## src/rtl/drgu_pkg.sv

```systemverilog
`default_nettype none

package drgu_pkg;

  localparam int unsigned CoordW = 32;
  localparam int unsigned AreaW  = 2 * CoordW;

  typedef enum logic [1:0] {
    CMD_INTERSECT = 2'd0,
    CMD_MERGE     = 2'd1,
    CMD_UPDATE    = 2'd2,
    CMD_FULL      = 2'd3
  } cmd_e;

  typedef struct packed {
    logic [CoordW-1:0] x;
    logic [CoordW-1:0] y;
    logic [CoordW-1:0] w;
    logic [CoordW-1:0] h;
  } rect_t;

  // Geometry results of one item, before any area arithmetic.
  typedef struct packed {
    cmd_e              cmd;
    logic              ok;
    rect_t             res;
    logic [CoordW-1:0] dst_x;
    logic [CoordW-1:0] dst_y;
    logic              ov_ok;
    logic [CoordW-1:0] a_w;
    logic [CoordW-1:0] a_h;
    logic [CoordW-1:0] b_w;
    logic [CoordW-1:0] b_h;
    logic [CoordW-1:0] ov_w;
    logic [CoordW-1:0] ov_h;
  } geo_t;

  // Item after the area products.
  typedef struct packed {
    cmd_e              cmd;
    logic              ok;
    rect_t             res;
    logic [CoordW-1:0] dst_x;
    logic [CoordW-1:0] dst_y;
    logic [AreaW-1:0]  area_a;
    logic [AreaW-1:0]  area_b;
    logic [AreaW-1:0]  area_ov;
    logic [AreaW-1:0]  area_bb;
  } area_t;

endpackage

`default_nettype wire

```

## src/rtl/drgu_geom.sv

```systemverilog
`default_nettype none

module drgu_geom (
  input  drgu_pkg::cmd_e  cmd_i,
  input  drgu_pkg::rect_t a_i,
  input  drgu_pkg::rect_t b_i,
  output drgu_pkg::geo_t  geo_o
);

  logic [drgu_pkg::CoordW:0]   a_ex, a_ey, b_ex, b_ey;
  logic [drgu_pkg::CoordW:0]   ov_x2, ov_y2, bb_x2, bb_y2;
  logic [drgu_pkg::CoordW-1:0] ov_x1, ov_y1, bb_x1, bb_y1;
  logic                        a_ok, b_ok, ov_ok;
  drgu_pkg::rect_t             ov, bb;

  always_comb begin
    a_ex = {1'b0, a_i.x} + {1'b0, a_i.w};
    a_ey = {1'b0, a_i.y} + {1'b0, a_i.h};
    b_ex = {1'b0, b_i.x} + {1'b0, b_i.w};
    b_ey = {1'b0, b_i.y} + {1'b0, b_i.h};

    a_ok = (a_i.w != '0) && (a_i.h != '0) && !a_ex[drgu_pkg::CoordW] && !a_ey[drgu_pkg::CoordW];
    b_ok = (b_i.w != '0) && (b_i.h != '0) && !b_ex[drgu_pkg::CoordW] && !b_ey[drgu_pkg::CoordW];

    ov_x1 = (a_i.x > b_i.x) ? a_i.x : b_i.x;
    ov_y1 = (a_i.y > b_i.y) ? a_i.y : b_i.y;
    ov_x2 = (a_ex < b_ex) ? a_ex : b_ex;
    ov_y2 = (a_ey < b_ey) ? a_ey : b_ey;
    ov_ok = a_ok && b_ok && ({1'b0, ov_x1} < ov_x2) && ({1'b0, ov_y1} < ov_y2);

    ov.x = ov_x1;
    ov.y = ov_y1;
    ov.w = ov_x2[drgu_pkg::CoordW-1:0] - ov_x1;
    ov.h = ov_y2[drgu_pkg::CoordW-1:0] - ov_y1;

    // With both inputs valid the bounding box is always valid itself: its far
    // edges fit in 32 bits and its sides are at least as long as A's.
    bb_x1 = (a_i.x < b_i.x) ? a_i.x : b_i.x;
    bb_y1 = (a_i.y < b_i.y) ? a_i.y : b_i.y;
    bb_x2 = (a_ex > b_ex) ? a_ex : b_ex;
    bb_y2 = (a_ey > b_ey) ? a_ey : b_ey;
    bb.x  = bb_x1;
    bb.y  = bb_y1;
    bb.w  = bb_x2[drgu_pkg::CoordW-1:0] - bb_x1;
    bb.h  = bb_y2[drgu_pkg::CoordW-1:0] - bb_y1;

    geo_o.cmd   = cmd_i;
    geo_o.ov_ok = ov_ok;
    geo_o.a_w   = a_i.w;
    geo_o.a_h   = a_i.h;
    geo_o.b_w   = b_i.w;
    geo_o.b_h   = b_i.h;
    geo_o.ov_w  = ov.w;
    geo_o.ov_h  = ov.h;
    geo_o.dst_x = '0;
    geo_o.dst_y = '0;

    case (cmd_i)
      drgu_pkg::CMD_INTERSECT: begin
        geo_o.ok  = ov_ok;
        geo_o.res = ov;
      end
      drgu_pkg::CMD_MERGE: begin
        geo_o.ok  = a_ok && b_ok;
        geo_o.res = bb;
      end
      drgu_pkg::CMD_UPDATE: begin
        geo_o.ok    = ov_ok;
        geo_o.res   = ov;
        geo_o.dst_x = ov.x - a_i.x;
        geo_o.dst_y = ov.y - a_i.y;
      end
      default: begin
        geo_o.ok  = a_ok;
        geo_o.res = a_i;
      end
    endcase
  end

endmodule

`default_nettype wire

```

## config.mk

```make
export PLATFORM = sky130hd
export DESIGN_NAME = drgu_geom
export DESIGN_NICKNAME = d
export VERILOG_FILES = /design/src/rtl/drgu_pkg.sv /design/src/rtl/drgu_geom.sv
export SDC_FILE = /design/constraint.sdc
export NUM_CORES = 1
export LEC_CHECK = 0
export ABC_AREA = 1
export BUFFER_PORTS_ARGS = -buffer_cell sky130_fd_sc_hd__clkbuf_2
export CAP_MARGIN = 0
export CORE_AREA = 2 2 251 253
export DETAILED_ROUTE_END_ITERATION = 6
export DIE_AREA = 0 0 253 255
export PLACE_DENSITY = 0.78
export REMOVE_ABC_BUFFERS = 1
export SLEW_MARGIN = 20
export SYNTH_ARGS = -nofsm -noshare
export SYNTH_HDL_FRONTEND = slang
export SYNTH_SLANG_ARGS = --single-unit
```

## constraint.sdc

```tcl
create_clock -name vclk -period 6.8
set_clock_uncertainty 0.2 [all_clocks]
set_input_delay 0 -clock vclk [all_inputs]
set_output_delay 0 -clock vclk [all_outputs]
set_load 0.02 [all_outputs]
```

==> results.json <==
{
  "status": "completed",
  "antenna_found_initial": 5,
  "gr-total-overflow": 0,
  "synth_seq_area_share_pct": 0,
  "ys_warn_count": 0,
  "critPathMaxFanout": 38,
  "cp.required_ns": 6.60,
  "grt.total_usage_pct": 39.6,
  "die_h_um": 255,
  "synth_cells": 4603,
  "path_buf_inv": 7,
  "fin_util_pct": 54.2,
  "drv_cap": 0,
  "wire_per_inst_um": 22.0,
  "rsz0062_at_grt": "yes",
  "grt_max_degree": 75,
  "num-clock-buffers": 0,
  "area_growth_pct": 24.9,
  "cts_hold_buf": 0,
  "dp.cells": 6170,
  "final_common_cell": "nand2_1",
  "cp_slowest_stage_delay_ns": 0.38,
  "max_freq_mhz": 152,
  "hold_ws_ns": 0.0494,
  "row_count": 92,
  "hp-class": "in -> out",
  "cp-start-kind": "primary input",
  "antenna_left": 0,
  "vias": 36555,
  "drtIter0Drc": 3607,
  "synth_area_mm2": 0.0270,
  "layout.cells.most_common_list": "nand2_1, clkbuf_2, inv_1",
  "via_per_inst": 5.88,
  "end_kind": "primary output",
  "die_w_um": 253,
  "instances_no_fill": 6214,
  "fp.coreArea_mm2": 0.0622,
  "portBuffers": 646,
  "finalCritPeriodShare_pct": 97.0,
  "grt_pass1_wl_mm": 195,
  "seq_cell_count": 0,
  "place_congestion": 1.08,
  "avgSynthCellArea_um2": 5.87,
  "initial_core_util_pct": 43.4,
  "tightest_slew_ns": 1.12,
  "finalHoldViolCount": 0,
  "wirelength_mm": 137,
  "drc": 0,
  "io_pins": 646,
  "dp_hpwl_mm": 118,
  "synth_cell_types": 66,
  "dr.pass1.iters": 6,
  "criticalPathCategory": "in -> out",
  "report.final.slew_viol_count": 0,
  "cp_slowest_cell": "ha_1",
  "die_area_mm2": 0.0645,
  "period_needed_ns": 6.60,
  "slew_headroom_pct": 25.0,
  "crit_arrival_ns": 6.40,
  "regArea_um2": 0,
  "grt_pass1_vias": 33513,
  "finalSetupViolations": 0,
  "layout-drive-gt1-share_pct": 24.9,
  "nets": 6187,
  "critPathTopFamily": "compound AO/OA/AOI/OAI gates"
}
-- metal layers --
metal | GRT usage [%] | vias up | share of wire [%]
li1 | - | 17343 | -
met5 | 0 | - | 0.017
met4 | 18.5 | 4 | 5.7
met2 | 68.1 | 2030 | 46
met3 | 5.54 | 373 | 9.8
met1 | 48.7 | 16805 | 38
-- logic make-up after synthesis --
| kind of cell | Yosys count | synth area share, % |
|---|---|---|
| AOI/OAI and AO/OA | 1337 | 28.8 |
| and+or+nand+nor | 1753 | 27.3 |
| buffers and inverters | 805 | 13.5 |
| xor gates and xnor gates | 192 | 6.23 |
| adders and majority gates | 516 | 24.2 |
-- synth_stat cells (all sizes together) (2+ instances only) --
cell type	count	share of area [%]
o21a	23	0.64
a221oi	4	0.13
clkbuf	76	1.1
a21oi	537	10
o221a	2	0.083
and2	7	0.16
xnor2	65	2.1
nand2	1110	16
o311ai	3	0.097
a211oi	16	0.44
ha	506	23
a21boi	22	0.71
nand3b	8	0.22
a31oi	25	0.58
o21bai	30	0.85
buf	153	4.4
nor3	50	0.95
clkinv	2	0.028
nand4	58	1.4
nor2	266	3.7
nor3b	4	0.13
or2	18	0.42
inv	574	8.0
nand3	171	3.2
o21ai	529	11
o2111ai	2	0.065
o211ai	34	0.95
o221ai	83	2.7
fa	10	0.74
and3	3	0.070
xor2	127	4.1
nor4	57	1.3
a21o	18	0.50
o31ai	3	0.083
-- final timing paths --
kind	from	end	slack [ns]	depth (start not counted)
worst max-delay path	b_i[43]	geo_o[320]	0.20	36
worst min-delay path	b_i[54]	geo_o[118]	0.05	2
-- area by class of cell --
type	instances	area, um^2
Timing Repair Buffer	1037	6250
Tap cell	799	1000
Antenna cell	4	10.0
Fill cell	6561	28400
Multi-Input combinational cell	3798	24300
Inverter	576	2180
-- through the flow --
| step | TNS (ns) | worst slack (ns) | instance area (um^2) |
|---|---|---|---|
| finish | 0 | 0.202 | 33700 |
| CTS | 0 | 0.00856 | 32500 |
| floorplan | -2.62 | -0.448 | 25500 |
| detailed placement | -4.76 | -0.347 | 32500 |
| global placement | -1.95 | -0.286 | 32500 |
| global route | -1.48 | -0.127 | 33700 |
-- repair_timing --
item,in CTS,in global routing
endpoints found under the setup margin,36,88
gates cloned,0,2
pin swaps,0,62
buffers inserted,0,38
resized for setup,14,228
